**src/stpd_pkg.sv**
```systemverilog
// Shared types and constants for the stepper half-step driver.
`default_nettype none
package stpd_pkg;

  // Input item kinds
  localparam logic KIND_TICK  = 1'b0;
  localparam logic KIND_START = 1'b1;

  // Register word indexes
  localparam logic REG_STEP_DELAY = 1'b0;

  localparam logic [3:0] STEP_DELAY_RESET = 4'd1;

  localparam logic [2:0] PHASE_FIRST = 3'd0;
  localparam logic [2:0] PHASE_LAST  = 3'd7;

  // Half-step coil patterns, bit0 = coil one
  localparam logic [3:0] PHASE_BITS [8] = '{
    4'h1, 4'h3, 4'h2, 4'h6, 4'h4, 4'hC, 4'h8, 4'h9
  };

  typedef struct packed {
    logic [3:0] coils;
    logic       busy;
    logic [3:0] lit;
    logic       done;
  } result_t;

endpackage
`default_nettype wire

```
**src/stpd_cfg.sv**
```systemverilog
// APB-style register port holding the step delay.
`default_nettype none
module stpd_cfg (
  input  logic        clk,
  input  logic        rst,
  input  logic        psel,
  input  logic        penable,
  input  logic        pwrite,
  input  logic [2:0]  paddr,
  input  logic [31:0] pwdata,
  output logic [31:0] prdata,
  output logic        pready,
  output logic [3:0]  step_delay
);

  logic wr_en;
  logic hit;

  // Word index only; byte lanes ignored
  assign hit    = (paddr[2] == stpd_pkg::REG_STEP_DELAY);
  assign pready = 1'b1;
  assign wr_en  = psel && penable && pwrite && pready && hit;

  always_ff @(posedge clk) begin
    if (rst) begin
      step_delay <= stpd_pkg::STEP_DELAY_RESET;
    end else if (wr_en) begin
      step_delay <= pwdata[3:0];
    end
  end

  assign prdata = hit ? {28'd0, step_delay} : 32'd0;

endmodule
`default_nettype wire

```
**src/stpd_interval.sv**
```systemverilog
// Progress interval unit: total sequences divided by the LED count.
`default_nettype none
module stpd_interval #(
  parameter int LED_COUNT = 13,
  parameter int SEQ_W     = 15,
  parameter int IW        = 11
) (
  input  logic             clk,
  input  logic             start,
  input  logic [SEQ_W-1:0] total,
  output logic [IW-1:0]    interval
);

  // Exact reciprocal: floor(n / L) = (n * M) >> S for every SEQ_W-bit n
  localparam int MW = SEQ_W + 1;
  localparam int PW = SEQ_W + MW;
  localparam int S  = SEQ_W + $clog2(LED_COUNT);
  localparam longint unsigned MUL_L =
    ((64'd1 << S) + longint'(LED_COUNT) - 64'd1) / longint'(LED_COUNT);
  localparam logic [MW-1:0] MUL = MW'(MUL_L);

  logic [SEQ_W-1:0] tot_q;
  logic [PW-1:0]    prod;
  logic [PW-1:0]    shifted;
  logic [IW-1:0]    quot;

  always_ff @(posedge clk) begin
    if (start) begin
      tot_q <= total;
    end
  end

  always_ff @(posedge clk) begin
    prod <= PW'(tot_q) * PW'(MUL);
  end

  assign shifted = prod >> S;
  assign quot    = IW'(shifted);

  // Registered after the product register, ready well before the first sequence ends
  always_ff @(posedge clk) begin
    interval <= (quot == '0) ? IW'(1) : quot;
  end

endmodule
`default_nettype wire

```
**src/stpd_core.sv**
```systemverilog
// Half-step sequencer state and per-beat result logic.
`default_nettype none
module stpd_core #(
  parameter int LED_COUNT             = 13,
  parameter int SEQUENCES_PER_QUARTER = 128,
  parameter int SEQ_W                 = 15,
  parameter int IW                    = 11,
  parameter int LW                    = 4
) (
  input  logic                   clk,
  input  logic                   rst,
  input  logic                   fire,
  input  logic                   kind,
  input  logic signed [7:0]      quarter_turns,
  input  logic                   lights_on,
  input  logic [3:0]             step_delay,
  input  logic [IW-1:0]          interval,
  output logic                   start,
  output logic [SEQ_W-1:0]       total,
  output stpd_pkg::result_t      res
);

  logic             running, running_next;
  logic             reverse, reverse_next;
  logic [2:0]       phase, phase_next;
  logic [3:0]       hold_count, hold_count_next;
  logic [SEQ_W-1:0] seq_left, seq_left_next;
  logic [IW-1:0]    countdown, countdown_next;
  logic [LW-1:0]    lit_leds, lit_leds_next;
  logic [3:0]       coil_pattern, coil_pattern_next;

  logic [7:0]       q_raw;
  logic [7:0]       mag;
  logic [3:0]       delay_eff;
  logic [3:0]       hold_dec;
  logic [SEQ_W-1:0] seq_dec;
  logic [2:0]       last_phase;
  logic             load_en;
  logic [2:0]       load_p;
  logic             done;

  assign q_raw     = quarter_turns;
  // Two's complement magnitude; -128 comes out as 128
  assign mag       = q_raw[7] ? (~q_raw + 8'd1) : q_raw;
  assign total     = SEQ_W'(mag) * SEQ_W'(SEQUENCES_PER_QUARTER);
  assign delay_eff = (step_delay == 4'd0) ? 4'd1 : step_delay;
  assign hold_dec  = (hold_count != 4'd0) ? hold_count - 4'd1 : 4'd0;
  assign seq_dec   = seq_left - SEQ_W'(1);
  assign last_phase = reverse ? stpd_pkg::PHASE_FIRST : stpd_pkg::PHASE_LAST;

  always_comb begin
    running_next      = running;
    reverse_next      = reverse;
    phase_next        = phase;
    hold_count_next   = hold_count;
    seq_left_next     = seq_left;
    countdown_next    = countdown;
    lit_leds_next     = lit_leds;
    coil_pattern_next = coil_pattern;
    load_en           = 1'b0;
    load_p            = phase;
    done              = 1'b0;
    start             = 1'b0;

    if (fire) begin
      if (kind == stpd_pkg::KIND_START) begin
        // Start while busy is dropped
        if (!running) begin
          lit_leds_next = '0;
          if (mag == 8'd0) begin
            running_next   = 1'b0;
            seq_left_next  = '0;
            countdown_next = '0;
            done           = 1'b1;
          end else begin
            running_next   = 1'b1;
            reverse_next   = q_raw[7];
            seq_left_next  = total;
            countdown_next = '0;
            start          = 1'b1;
            load_en        = 1'b1;
            load_p         = q_raw[7] ? stpd_pkg::PHASE_LAST : stpd_pkg::PHASE_FIRST;
          end
        end
      end else if (running) begin
        hold_count_next = hold_dec;
        if (hold_dec == 4'd0) begin
          if (phase != last_phase) begin
            load_en = 1'b1;
            load_p  = reverse ? phase - 3'd1 : phase + 3'd1;
          end else begin
            // End of a sequence: advance progress, then next sequence or finish
            if (countdown == '0) begin
              if (!lights_on && (lit_leds < LW'(LED_COUNT))) begin
                lit_leds_next = lit_leds + LW'(1);
              end
              countdown_next = interval - IW'(1);
            end else begin
              countdown_next = countdown - IW'(1);
            end
            seq_left_next = seq_dec;
            if (seq_dec == '0) begin
              running_next   = 1'b0;
              lit_leds_next  = '0;
              seq_left_next  = '0;
              countdown_next = '0;
              done           = 1'b1;
            end else begin
              load_en = 1'b1;
              load_p  = reverse ? stpd_pkg::PHASE_LAST : stpd_pkg::PHASE_FIRST;
            end
          end
        end
      end
    end

    if (load_en) begin
      phase_next        = load_p;
      coil_pattern_next = stpd_pkg::PHASE_BITS[load_p];
      hold_count_next   = delay_eff;
    end
  end

  always_ff @(posedge clk) begin
    if (rst) begin
      running      <= 1'b0;
      reverse      <= 1'b0;
      phase        <= '0;
      hold_count   <= '0;
      seq_left     <= '0;
      countdown    <= '0;
      lit_leds     <= '0;
      coil_pattern <= '0;
    end else begin
      running      <= running_next;
      reverse      <= reverse_next;
      phase        <= phase_next;
      hold_count   <= hold_count_next;
      seq_left     <= seq_left_next;
      countdown    <= countdown_next;
      lit_leds     <= lit_leds_next;
      coil_pattern <= coil_pattern_next;
    end
  end

  always_comb begin
    res.coils = coil_pattern_next;
    res.busy  = running_next;
    res.lit   = 4'(lit_leds_next);
    res.done  = done;
  end

endmodule
`default_nettype wire

```
**src/stpd_skid.sv**
```systemverilog
// Output register with a one-beat skid stage.
`default_nettype none
module stpd_skid (
  input  logic              clk,
  input  logic              rst,
  input  logic              push,
  input  stpd_pkg::result_t push_data,
  output logic              full,
  output logic              out_valid,
  input  logic              out_stall,
  output stpd_pkg::result_t out_data
);

  logic              sk_valid;
  stpd_pkg::result_t sk_data;
  logic              out_free;

  assign full     = sk_valid;
  assign out_free = !out_valid || !out_stall;

  always_ff @(posedge clk) begin
    if (rst) begin
      out_valid <= 1'b0;
      sk_valid  <= 1'b0;
    end else if (out_free) begin
      if (sk_valid) begin
        out_valid <= 1'b1;
        sk_valid  <= 1'b0;
      end else begin
        out_valid <= push;
      end
    end else if (push) begin
      // Output held: park the beat in the skid stage
      sk_valid <= 1'b1;
    end
  end

  always_ff @(posedge clk) begin
    if (out_free) begin
      if (sk_valid) begin
        out_data <= sk_data;
      end else if (push) begin
        out_data <= push_data;
      end
    end else if (push) begin
      sk_data <= push_data;
    end
  end

endmodule
`default_nettype wire

```
**src/stepper_halfstep_driver.sv**
```systemverilog
// Top level of the four-coil stepper half-step driver with progress bar.
//
//   channel  | handshake             | payload
//   ---------+-----------------------+------------------------------------------
//   input    | in_valid / in_stall   | kind, quarter_turns, lights_on
//   output   | out_valid / out_stall | coils, busy_res, lit_count, done_res
//   config   | psel/penable/pwrite   | paddr, pwdata, prdata, pready
//
// One item per cycle while in_stall is low; each accepted beat yields one result beat.
// The core state updates on the accepted beat itself, straight into the
// output register (or the skid stage when the output is held); the divide
// for the progress interval runs behind a start in its own multiplier pipeline.
// A stalled output parks one beat in the skid stage; in_stall rises only then.
// Synchronous reset clears the sequencer, handshake state and sets step delay 1.
`default_nettype none
module stepper_halfstep_driver #(
  parameter int LED_COUNT             = 13,
  parameter int SEQUENCES_PER_QUARTER = 128
) (
  input  logic              clk,
  input  logic              rst,
  input  logic              psel,
  input  logic              penable,
  input  logic              pwrite,
  input  logic [2:0]        paddr,
  input  logic [31:0]       pwdata,
  output logic [31:0]       prdata,
  output logic              pready,
  input  logic              in_valid,
  output logic              in_stall,
  input  logic              kind,
  input  logic signed [7:0] quarter_turns,
  input  logic              lights_on,
  output logic              out_valid,
  input  logic              out_stall,
  output logic [3:0]        coils,
  output logic              busy_res,
  output logic [3:0]        lit_count,
  output logic              done_res
);

  localparam int MAX_TOTAL = 128 * SEQUENCES_PER_QUARTER;
  localparam int SEQ_W     = $clog2(MAX_TOTAL + 1);
  localparam int IW_RAW    = $clog2(MAX_TOTAL / LED_COUNT + 1);
  localparam int IW        = (IW_RAW < 1) ? 1 : IW_RAW;
  localparam int LW        = $clog2(LED_COUNT + 1);

  logic              fire;
  logic [3:0]        step_delay;
  logic [IW-1:0]     interval;
  logic              start;
  logic [SEQ_W-1:0]  total;
  logic              full;
  stpd_pkg::result_t res;
  stpd_pkg::result_t out_data;

  assign in_stall = full;
  assign fire     = in_valid && !in_stall;

  stpd_cfg u_cfg (
    .clk        (clk),
    .rst        (rst),
    .psel       (psel),
    .penable    (penable),
    .pwrite     (pwrite),
    .paddr      (paddr),
    .pwdata     (pwdata),
    .prdata     (prdata),
    .pready     (pready),
    .step_delay (step_delay)
  );

  stpd_interval #(
    .LED_COUNT (LED_COUNT),
    .SEQ_W     (SEQ_W),
    .IW        (IW)
  ) u_interval (
    .clk      (clk),
    .start    (start),
    .total    (total),
    .interval (interval)
  );

  stpd_core #(
    .LED_COUNT             (LED_COUNT),
    .SEQUENCES_PER_QUARTER (SEQUENCES_PER_QUARTER),
    .SEQ_W                 (SEQ_W),
    .IW                    (IW),
    .LW                    (LW)
  ) u_core (
    .clk           (clk),
    .rst           (rst),
    .fire          (fire),
    .kind          (kind),
    .quarter_turns (quarter_turns),
    .lights_on     (lights_on),
    .step_delay    (step_delay),
    .interval      (interval),
    .start         (start),
    .total         (total),
    .res           (res)
  );

  stpd_skid u_skid (
    .clk       (clk),
    .rst       (rst),
    .push      (fire),
    .push_data (res),
    .full      (full),
    .out_valid (out_valid),
    .out_stall (out_stall),
    .out_data  (out_data)
  );

  assign coils     = out_data.coils;
  assign busy_res  = out_data.busy;
  assign lit_count = out_data.lit;
  assign done_res  = out_data.done;

endmodule
`default_nettype wire

```
**config.mk**
```make
export PLATFORM = sky130hd
export DESIGN_NAME = stepper_halfstep_driver
export DESIGN_NICKNAME = d
export VERILOG_FILES = /design/src/stpd_pkg.sv /design/src/stpd_cfg.sv /design/src/stpd_interval.sv /design/src/stpd_core.sv /design/src/stpd_skid.sv /design/src/stepper_halfstep_driver.sv
export SDC_FILE = /design/constraint.sdc
export NUM_CORES = 1
export LEC_CHECK = 0
export ABC_AREA = 1
export BUFFER_PORTS_ARGS = -buffer_cell sky130_fd_sc_hd__buf_2
export CAP_MARGIN = 20
export CORE_MARGIN = 4
export CORE_UTILIZATION = 25
export DETAILED_ROUTE_END_ITERATION = 8
export GPL_TIMING_DRIVEN = 0
export SLEW_MARGIN = 40
export SYNTH_ARGS = -nofsm -noshare
export SYNTH_HDL_FRONTEND = slang
export SYNTH_HIERARCHICAL = 1
export SYNTH_SLANG_ARGS = --single-unit
```
**constraint.sdc**
```tcl
create_clock -name clk -period 10.1 [get_ports clk]
set_input_delay 1.515 -clock clk [delete_from_list [all_inputs] [get_ports clk]]
set_output_delay 1.515 -clock clk [all_outputs]
set_load 0.1 [all_outputs]
```
==> results of run 1 <==
area by class of cell:
cell class	count	area, sq um
Clock buffer	11	243
Tap cell	525	657
Sequential cell	106	2470
Fill cell	4306	28400
Inverter	266	1000
Timing Repair Buffer	36	180
Buffer	63	424
Multi-Input combinational cell	889	6290
Clock inverter	5	67.6
layer usage:
layer	track usage (%)	part of all wire [%]	up-vias	wire (um)
met5	0	0	-	0
met4	2.30	1.2	0	257
met3	1.16	2.5	23	543
met2	17.0	49	117	10300
met1	13.2	48	3688	10200
li1	-	-	4162	-
how the worst min path moves through the flow:
stage	to	slack [ns]	from	cells past startpoint
global route	u_interval/interval[6]	0.45	u_interval/prod[25]	1
detailed placement	u_interval/interval[6]	0.42	u_interval/prod[25]	1
finish	u_interval/interval[6]	0.43	u_interval/prod[25]	1
floorplan	u_interval/interval[1]	0.41	u_interval/prod[20]	1
global placement	u_interval/interval[6]	0.42	u_interval/prod[25]	1
CTS	u_interval/interval[6]	0.44	u_interval/prod[25]	1
Yosys cell counts, drive strengths merged (4+ instances only):
master	number
inv	266
ha	124
a221oi	5
nor3	15
a21oi	75
xnor2	5
o21bai	6
nand4	21
nand2	277
dfxtp	71
a21boi	4
xor2	9
nand3	58
fa	65
a31o	4
buf	45
edfxtp	35
clkbuf	17
o21ai	47
nor2	117
kinds of logic (layout without fill, tap and decap cells):
kind of cell	Yosys count	after routing
compound gates	152	152
flops	106	106
buf+inv	329	381
fa+ha+maj	189	189
xor+xnor	14	14
simple gates	498	498
other cells	3	36
through the flow:
step                      total power [W]  instance area [sq um]
after global placement            0.00231                  11000
after detailed placement          0.00231                  11000
after CTS                         0.00271                  11300
after floorplan                   0.00194                  10200
after global routing              0.00298                  11300
final                             0.00267                  11300
state kept, by name, summed over array words and instances (netlist names):
signal	cells
u_core/reverse	1
u_interval/tot_q	15
u_skid/full	1
u_core/running	1
u_core/seq_left	15
u_cfg/step_delay	4
u_skid/out_valid	1
u_core/coil_pattern	4
u_core/lit_leds	4
u_core/phase	3
u_interval/prod	11
u_skid/sk_data	10
u_interval/interval	11
u_skid/out_data	10
u_core/hold_count	4
u_core/countdown	11
worst max-delay path, delay by kind of cell (launching register included):
kind / cells / cell delay (ns)
AOI/OAI and AO/OA: 2 / 0.41
adders and majority gates: 7 / 3.37
buffers and inverters: 4 / 0.19
DFF: 1 / 0.62
and+or+nand+nor: 6 / 0.47
report_power, final:
part	internal (W)	switching [W]	leakage, nW	total, W
registers	0.000519	0.0000432	0.923	0.000562
clock network	0.000204	0.000173	0.153	0.000377
logic	0.000611	0.00112	4.65	0.00173
==> metrics.md, run 1 <==
| Metric | Value |
|---|---|
| Worst setup EP type | `register` |
| Tot GR Track Use | `9.82%` |
| Commonest non-fill, non-tap cell in the layout | `inv_1` |
| Avg WL per Cell | `11.2 um` |
| Antenna Cells | `0` |
| RSZ-0062 raised after global routing | `no` |
| Syn_area_per_cell | `7.79 sq um` |
| Vias | `7,990` |
| RR Endpoint | `u_interval/prod[25]` |
| Synth area leaders | `ha_1 15%, dfxtp_1 14%, fa_1 13%` |
| Postcts setup bufs | `0` |
| # Max-Cap Violations | `0` |
| DR pass1 iterations | `8` |
| Die width | `209 um` |
| CTS clk-pin slew, worst paths | `0.08 ns` |
| Max IR drop VDD | `0.137 mV` |
| Boundary Pins | `97` |
| Slowest CP cell | `edfxtp_1` |
| Hold Path Class | `register to register` |
| Post-route ant nets | `0` |
| Pwr per Cell Area | `236 nW/um^2` |
| Slew HR | `50.1%` |
| Cell Count, Final, Fillers Out | `1,901` |
| Number of cells on the worst reg-to-reg path | `19` |
| Final period utilization | `51.3%` |
| Largest family of logic cells by synthesized area | `adder cells` |
| Crit path DAT | `5.42 ns` |
| Mux cell area share after synthesis | `0%` |
| Post-synth cell types | `50` |
| Finished Core Util | `28.5%` |
| Synth async-reset ratio | `0%` |
| Hold Vio Cnt, Final | `0` |
| Final setup viols | `0` |
| Critical Path Start | `u_interval/tot_q[3]` |
| Clk Tree Root Cell | `clkbuf_16` |
| Critical Path Source Type | `register` |
| CP most frequent cell | `fa_1` |
| Antenna violations before repair | `0` |
| Clock skew | `0.0195 ns` |
| Cell type with the largest total area after synthesis | `ha_1` |
| Fraction of synthesized cell area in xor and xnor cells | `1.22%` |
| Port buffer count | `36` |
| DP Worst Slack | `4.93 ns` |
| GRT Residual Overflow | `0` |
| Post-CTS Resized | `0` |
| Slowest stage delay, CP | `0.62 ns` |
| Critical R2R Launch | `u_interval/tot_q[3]` |
| Routed wire length | `21,300 um` |
| Yosys warning total | `6` |
| Worst-path cell chain | `fa_1, fa_1, inv_1, fa_1, inv_1, fa_1, inv_1, fa_1, fa_1, inv_1, ha_1, a21oi_1, nand2_1, nand2_1, nand3_1, a21oi_1, nand2_1, nand2_1, nand2_1` |
| EDFF count, synth | `35` |
| GP Congestion | `0.863` |
| Final WS setup | `4.92 ns` |
| Worst slew pin tran | `0.748 ns` |
| Vias in the first global route | `7,633` |
| Placeable Area | `39,700 sq um` |
| DR iter-0 viols | `361` |
| Synthesized instance count | `1,291` |
| Fin crit period | `5.18 ns` |
| Initial core utilization | `25.3%` |
| WP data required | `10.34 ns` |
| Post-Synth Adder-Cell Area | `28.4%` |
| Clock sinks | `106` |
| NumNets Final | `1,612` |
| CTS H-tree depth | `3` |
| Pleak | `5.73 nW` |
| Status | `complete, no violations` |
| Share of layout cells above drive strength 1 | `13.2%` |
| Most frequent cells in the layout | `257 x inv_1, 256 x nand2_1, 124 x ha_1` |
| Seq cells post-synth | `106` |
| Clock tree buffer depth | `2` |
| Core Rows | `73` |
| Area share of the largest cell type after synthesis | `15.4%` |
| CTS tree | `done` |
| Synth Area in Compound Gates | `9.02%` |
| Hold Buf Count CTS | `0` |
| Vias/cell | `4.20` |
| DRC viols | `0` |
| Layout area overhead | `12.7%` |
| Syn Std Cell Area | `10,100 sq um` |
| R2R Setup Slk | `4.92 ns` |
| Hpwl dp | `17,800 um` |
| Final slew viol count | `0` |
| Die area | `43,500 sq um` |
| Fmax | `193 MHz` |
| Worst hold slack | `0.435 ns` |
| Register area share after synthesis | `24.6%` |
| Chip Height | `209 um` |
| Setup TNS Final | `0 ns` |
| Post-Synth Simple-Gate Area | `22.5%` |
| Most used flip-flop cell after synthesis | `dfxtp_1` |
| Skew-Pair Late Insertion Delay | `0.36 ns` |
| # placed instances | `1,885` |
| Setup crit end | `u_interval/prod[25]` |
| Num CTS Buffers | `9` |
| First-pass GRT wire length | `36,300 um` |
| Largest net degree at the start of global routing | `19` |
| CP Class | `register to register` |
| Crit path max fanout | `8` |
No activity file was read; power rests on OpenSTA's default activity.
==> inputs of run 2 (changes only) <==
--- a/config.mk
+++ b/config.mk
@@ -5,7 +5,7 @@
 export SDC_FILE = /design/constraint.sdc
 export NUM_CORES = 1
 export LEC_CHECK = 0
-export ABC_AREA = 1
+export ABC_AREA = 0
 export BUFFER_PORTS_ARGS = -buffer_cell sky130_fd_sc_hd__buf_2
 export CAP_MARGIN = 20
 export CORE_MARGIN = 4
==> constraint.sdc (replaced) <==
create_clock -name clk -period 4.7 [get_ports clk]
set_input_delay 0.705 -clock clk [delete_from_list [all_inputs] [get_ports clk]]
set_output_delay 0.705 -clock clk [all_outputs]
set_load 0.1 [all_outputs]
==> run 2 against run 1 <==
The run now ends with negative setup slack left. Combinational power grew to 2.6 times the previous value. First-iteration DRC count grew 18%. Worst setup slack lost 5.1 ns. Wire length grew 1.1%. Critical path type unchanged.
==> metrics.md, run 2 <==
| Metric | Value |
|---|---|
| DRC viols | `0 (unchanged)` |
| Slew HR | `49.0% (-1.1 points)` |
| Antenna Cells | `0 (unchanged)` |
| Antenna violations before repair | `0 (unchanged)` |
| Synth area leaders | `ha_1 16%, dfxtp_1 15%, fa_1 14%` |
| Skew-Pair Late Insertion Delay | `0.36 ns (about the same)` |
| Layout area overhead | `22.3%` |
| Final slew viol count | `0 (unchanged)` |
| Die width | `204 um (-2.2%)` |
| Fin crit period | `4.91 ns (-0.265 ns)` |
| Seq cells post-synth | `106 (unchanged)` |
| Clock skew | `0.0172 ns (-0.00226 ns)` |
| Crit path max fanout | `5 (-3)` |
| Post-synth cell types | `87 (+74%)` |
| Most used flip-flop cell after synthesis | `dfxtp_1` |
| Largest registers | `u_core/seq_left x15, u_interval/tot_q x15` |
| NumNets Final | `1,403 (-13%)` |
| # Max-Cap Violations | `0 (unchanged)` |
| Avg WL per Cell | `12.8 um (+15%)` |
| Setup crit end | `u_interval/prod[27]` |
| Die area | `41,600 sq um (-4.4%)` |
| Hpwl dp | `16,400 um (-8.0%)` |
| Worst hold slack | `0.430 ns (-0.00501 ns)` |
| Placement Cell Area | `10,600 sq um (-3.7%)` |
| Slowest CP cell | `edfxtp_1` |
| Hold Vio Cnt, Final | `0 (unchanged)` |
| RSZ-0062 raised after global routing | `yes` |
| Clk Tree Root Cell | `clkbuf_16` |
| Port buffer count | `35 (-2.8%)` |
| Critical R2R Launch | `u_interval/tot_q[5]` |
| First-pass GRT wire length | `36,200 um (-0.42%)` |
| Worst slew pin tran | `0.765 ns (+0.0177 ns)` |
| Vias/cell | `4.44 (+5.6%)` |
| Pwr per Cell Area | `564 nW/um^2 (+140%)` |
| Boundary Pins | `97 (unchanged)` |
| CP most frequent cell | `fa_1` |
| Vias in the first global route | `7,445 (-2.5%)` |
| Register area share after synthesis | `25.8% (+1.2 points)` |
| Clock tree buffer depth | `2 (unchanged)` |
| Final period utilization | `105% (+53 points)` |
| CTS tree | `done` |
| Worst-path cell chain | `fa_2, fa_1, inv_1, fa_1, inv_2, fa_1, inv_1, fa_1, fa_1, inv_2, ha_4, and4_4, o2111ai_4, buf_12, a211oi_4, or3_1, nand3_1` |
| Core Rows | `71 (-2.7%)` |
| Area share of the largest cell type after synthesis | `16.2% (+0.75 points)` |
| Max IR drop VDD | `0.398 mV (+190%)` |
| Crit path DAT | `5.15 ns (-0.27 ns)` |
| Commonest non-fill, non-tap cell in the layout | `inv_1` |
| Failing checks | `negative setup slack` |
| EDFF count, synth | `35 (unchanged)` |
| Num CTS Buffers | `9 (unchanged)` |
| Final setup viols | `11 (+11)` |
| Chip Height | `204 um (-2.2%)` |
| Pleak | `5.29 nW (-7.6%)` |
| Setup TNS Final | `-1.75 ns (-1.75 ns)` |
| Routed wire length | `21,500 um (+1.1%)` |
| Worst setup EP type | `register` |
| CTS H-tree depth | `3 (unchanged)` |
| Synthesized instance count | `1,027 (-20%)` |
| Hold depth | `1 (unchanged)` |
| CP Class | `register to register` |
| Status | `complete, but fails checks` |
| Most common cell in the synthesized netlist | `inv_1` |
| GRT Residual Overflow | `0 (unchanged)` |
| Slowest stage delay, CP | `0.53 ns (-0.09 ns)` |
| DR iter-0 viols | `427 (+18%)` |
| Placeable Area | `37,800 sq um (-5.0%)` |
| Most frequent cells in the layout | `128 x inv_1, 105 x ha_1, 81 x buf_4` |
| Finished Core Util | `31.1% (+2.5 points)` |
| Critical Path Source Type | `register` |
| Share of layout cells above drive strength 1 | `21.3% (+8.2 points)` |
| Cell type with the largest total area after synthesis | `ha_1` |
| DR pass1 iterations | `5 (-3)` |
| Fmax | `203 MHz (+5.4%)` |
| Largest net degree at the start of global routing | `20 (+1)` |
| Syn Std Cell Area | `9590 sq um (-4.6%)` |
| Tot GR Track Use | `10.4% (+0.61 points)` |
| Number of cells on the worst reg-to-reg path | `17 (-2)` |
| Vias | `7,449 (-6.8%)` |
| GP Congestion | `0.871 (+0.95%)` |
| CTS clk-pin slew, worst paths | `0.07 ns (about the same)` |
| WP data required | `4.93 ns (-5.41 ns)` |
| Clock sinks | `106 (unchanged)` |
| Post-route ant nets | `0 (unchanged)` |
| Synth async-reset ratio | `0% (unchanged)` |
| R2R Setup Slk | `-0.21 ns (-5.13 ns)` |
| Hold Path Class | `register to register` |
| RR Endpoint | `u_interval/prod[27]` |
| Critical Path Start | `u_interval/tot_q[5]` |
| Most frequent cells after synthesis | `137 x inv_1, 124 x ha_1, 81 x nor2_1, 71 x dfxtp_1, 65 x fa_1` |
| Yosys warning total | `6 (unchanged)` |
| Hold Buf Count CTS | `0 (unchanged)` |
| DP Worst Slack | `-0.509 ns (-5.44 ns)` |
| Final WS setup | `-0.214 ns (-5.13 ns)` |
| Final Cell Area | `11,700 sq um (+3.5%)` |
| Syn_area_per_cell | `9.34 sq um (+20%)` |
| Initial core utilization | `25.4% (+0.096 points)` |
## run 2: metal layers
metal	global-route usage [%]	vias up	share of wire [%]
met5	0	-	0
met4	3.25	0	2.0
met3	1.73	34	2.8
met2	17.1	117	47
met1	14.1	3538	48
li1	-	3760	-
## run 2: repair_timing
| action | in CTS | in global routing |
|---|---|---|
| gates resized for setup | 29 | 32 |
| setup buffers | 41 | 14 |
| pin swaps | 29 | 23 |
| setup endpoints to repair | 11 | 11 |
## run 2: through the flow
stage                     instances  total power, W
final                          1678         0.00661
after global routing           1678         0.00721
after CTS                      1664         0.00617
after detailed placement       1607         0.00495
after global placement         1606         0.00492
after floorplan                1060         0.00422
## run 2: kinds of logic after synthesis
logic type | after synthesis | synth area share, %
XOR/XNOR | 16 | 1.46
buffers and inverters | 213 | 10.4
flip-flops | 106 | 25.8
AO/OA/AOI/OAI | 196 | 14.0
AND/OR/NAND/NOR | 282 | 15.7
other | 3 | 0.117
adder cells (fa/ha/maj) | 189 | 29.7
multiplexers | 22 | 2.78
## run 2: power by group
part	switching [W]	total [W]	internal, W
clock	0.000361	0.000818	0.000457
sequential	0.000101	0.00122	0.00112
combinational	0.00248	0.00458	0.00209
total	0.00295	0.00661	0.00367
## run 2: final cells by class
class	count	area [sq um]
Clock buffer	10	250
Tap cell	511	639
Fill cell	3868	26000
Inverter	137	514
Buffer	76	482
Multi-Input combinational cell	741	6630
Sequential cell	106	2470
Timing Repair Buffer	91	657
Clock inverter	6	78.8
## run 2: worst min-delay path by stage
stage,from,slack [ns],endpoint
6_report,u_interval/prod[24],0.43,u_interval/interval[5]
5_1_grt,u_interval/prod[28],0.45,u_interval/interval[9]
4_1_cts,u_interval/prod[24],0.43,u_interval/interval[5]
3_5_place_dp,u_interval/prod[29],0.42,u_interval/interval[10]
3_3_place_gp,u_interval/prod[26],0.42,u_interval/interval[7]
2_1_floorplan,u_interval/prod[19],0.40,u_interval/interval[0]
## run 2: critical path, delay by kind of cell (launching register included)
kind	cells	cell delay (ns)
adder cells (fa/ha/maj)	7	3.04
flip-flops	1	0.53
AND/OR/NAND/NOR	3	0.43
AO/OA/AOI/OAI	2	0.40
buffers and inverters	5	0.38
==> inputs of run 3 (changes only) <==
==> constraint.sdc (replaced) <==
create_clock -name clk -period 4 [get_ports clk]
set_input_delay 0.6 -clock clk [delete_from_list [all_inputs] [get_ports clk]]
set_output_delay 0.6 -clock clk [all_outputs]
set_load 0.1 [all_outputs]
==> run 3 against run 2 <==
The flow still finishes with violations (negative setup slack). Clock power rose by 4.2%. Clock skew fell by 0.0079 ns. Final area fell by 1.7%. Critical path depth fell by 1. Critical path type unchanged. Total power rose by 12%. Largest cell class unchanged. Maximum frequency fell by 1.0%. Hold slack got worse by 0.0023 ns. Worst setup slack got worse by 0.75 ns. Flip-flop and latch count did not move. Count of clock-buffer cells in the layout did not move. Register-to-register slack got worse by 0.75 ns.
==> metrics.md, run 3 (synthesis gave the netlist of run 2 again) <==
| Metric | Value |
|---|---|
| Status | `complete, but fails checks` |
| Failing checks | `negative setup slack` |
| Pint | `0.00406 W (+11%)` |
| Routed wire length | `21,400 um (-0.60%)` |
| Seq pwr share | `19.4% (+1.0 points)` |
| WP data required | `4.27 ns (-0.66 ns)` |
| Boundary Pins | `97 (unchanged)` |
| Die area | `41,600 sq um (unchanged)` |
| CTS clk-pin slew, worst paths | `0.07 ns (about the same)` |
| Final period utilization | `124% (+20 points)` |
| Vias | `7,427 (-0.30%)` |
| Final setup viols | `11 (unchanged)` |
| Largest registers | `u_core/seq_left x15, u_interval/tot_q x15` |
| First-pass GRT wire length | `36,100 um (-0.27%)` |
| Num CTS Buffers | `9 (unchanged)` |
| Avg WL per Cell | `12.8 um (-0.36%)` |
| Vias/cell | `4.44 (about the same)` |
| DR pass1 iterations | `5 (unchanged)` |
| Slew HR | `46.5% (-2.5 points)` |
| Cell Count, Final, Fillers Out | `1,674 (-0.24%)` |
| Commonest non-fill, non-tap cell in the layout | `inv_1` |
| Clock tree buffer depth | `2 (unchanged)` |
| CTS H-tree depth | `3 (unchanged)` |
| Port buffer count | `35 (unchanged)` |
| Fill count | `3,900 (+0.83%)` |
| NumNets Final | `1,399 (-0.29%)` |
| Register area | `2470 sq um (unchanged)` |
| Chip Height | `204 um (unchanged)` |
| Clock Power Share | `11.5% (-0.9 points)` |
| # placed instances | `1,607 (unchanged)` |
| Post-route ant nets | `0 (unchanged)` |
| Placeable Area | `37,800 sq um (unchanged)` |
| Hold Buf Count CTS | `0 (unchanged)` |
| Hold Vio Cnt, Final | `0 (unchanged)` |
| Pleak | `5.23 nW (-1.2%)` |
| Hold Path Class | `register to register` |
| Crit path max fanout | `7 (+2)` |
| CTS tree | `done` |
| Tot GR Track Use | `10.4% (-0.049 points)` |
| CP Class | `register to register` |
| Worst setup EP type | `register` |
| Pwr per Cell Area | `645 nW/um^2 (+14%)` |
| Fmax | `201 MHz (-1.0%)` |
| # Max-Cap Violations | `0 (unchanged)` |
| Antenna violations before repair | `0 (unchanged)` |
| GP Congestion | `0.865 (-0.64%)` |
| Vias in the first global route | `7,273 (-2.3%)` |
| Critical Path Source Type | `register` |
| Antenna Cells | `0 (unchanged)` |
| Skew-Pair Late Insertion Delay | `0.35 ns (about the same)` |
| Multi-input gate area | `6540 sq um (-1.4%)` |
| DRC viols | `0 (unchanged)` |
| Final WS setup | `-0.964 ns (-0.750 ns)` |
| GRT Residual Overflow | `0 (unchanged)` |
| Final slew viol count | `0 (unchanged)` |
| DR iter-0 viols | `398 (-6.8%)` |
| Clock sinks | `106 (unchanged)` |
| Fin crit period | `4.96 ns (+0.0499 ns)` |
| Sw Share | `45.5% (+0.93 points)` |
| Core Rows | `71 (unchanged)` |
| Initial core utilization | `25.4% (unchanged)` |
| Worst slew pin tran | `0.794 ns (+0.0286 ns)` |
| Max IR drop VDD | `0.434 mV (+9.0%)` |
| Die width | `204 um (unchanged)` |
| Largest net degree at the start of global routing | `19 (-5.0%)` |
| Clk Tree Root Cell | `clkbuf_16` |
| Logic pwr share | `69.2% (about the same)` |
| Hpwl dp | `16,300 um (-0.25%)` |
| Share of layout cells above drive strength 1 | `20.0% (-1.3 points)` |
| R2R Setup Slk | `-0.96 ns (-0.75 ns)` |
| Setup TNS Final | `-9.75 ns (-8.00 ns)` |
| RSZ-0062 raised after global routing | `yes` |
| Layout area overhead | `20.2%` |
| Switching pwr | `0.00338 W (+15%)` |
| Crit path DAT | `5.23 ns (+0.08 ns)` |
| Most frequent cells in the layout | `134 x inv_1, 113 x ha_1, 84 x buf_4` |
| Clock skew | `0.00932 ns (-0.00790 ns)` |
==> run 3: cell types whose count changed in the layout (fill, tap and decap cells not counted), sizes merged <==
cell / before / now
buf: 141 / 137
clkinv: 2 / 4
bufinv: 1 / 0
inv: 140 / 139
==> run 3: area by class of cell <==
class | instances | share of cell area (%)
inverter | 137 | 4.46
clock inverter | 6 | 0.434
tap | 511 | 5.55
timing repair buffer | 87 | 5.13
sequential | 106 | 21.4
multi-input combinational | 741 | 56.7
clock buffer | 10 | 2.07
buffer | 76 | 4.18
==> run 3: worst max-delay path, cell delays in order (launching register included) <==
cell and delay [ns]:
edfxtp_1 0.50, buf_4 0.19, fa_1 0.48, ha_1 0.31, fa_1 0.54, inv_1 0.05
fa_1 0.53, inv_1 0.05, fa_1 0.46, ha_4 0.18, ha_2 0.40, and4_4 0.26
and3_4 0.19, nand4_1 0.09, a211o_1 0.34, nand3_1 0.12, xor2_1 0.18
==> run 3: power by group through the flow <==
stage                     Clock [W]  Sequential, W  Combinational [W]
after floorplan                   0        0.00150            0.00347
after CTS                  0.000888        0.00145            0.00478
final                      0.000852        0.00144            0.00514
after detailed placement          0        0.00148            0.00436
after global routing       0.000936        0.00146            0.00580
after global placement            0        0.00148            0.00431
==> run 3: final timing paths <==
path | start | endpoint | cells past startpoint
setup / recovery | u_interval/tot_q[6] | u_interval/prod[28] | 16
hold / removal | u_interval/prod[24] | u_interval/interval[5] | 1
setup reg to reg | u_interval/tot_q[6] | u_interval/prod[28] | 16
hold reg to reg | u_interval/prod[24] | u_interval/interval[5] | 1
==> run 3: metrics by stage <==
stage               setup WS [ns]  hold WS, ns  total power [W]  area (sq um)  util, %
finish                     -0.964        0.427          0.00744         11500     30.5
detailed placement          -1.19        0.420          0.00584         10600     28.1
floorplan                  -0.791        0.395          0.00497          9780        -
global placement            -1.14        0.419          0.00580         10600     28.1
global route                -1.13        0.449          0.00820         11500     30.5
CTS                        -0.993        0.430          0.00712         11300     29.9
==> run 3: repair_timing <==
action	4_1_cts	5_1_grt
gates resized for setup	21	24
endpoints found under the hold margin	0	0
setup buffers	36	15
endpoints found under the setup margin	11	14
pin swaps	22	22
==> run 3: per-layer routing <==
metal / vias to the layer above / global-route usage, % / part of all wire, %
met3: 21 / 1.70 / 3.9
met4: 0 / 3.32 / 1.5
met2: 152 / 16.8 / 47
met1: 3501 / 14.2 / 48
li1: 3753 / - / -
met5: - / 0 / 0
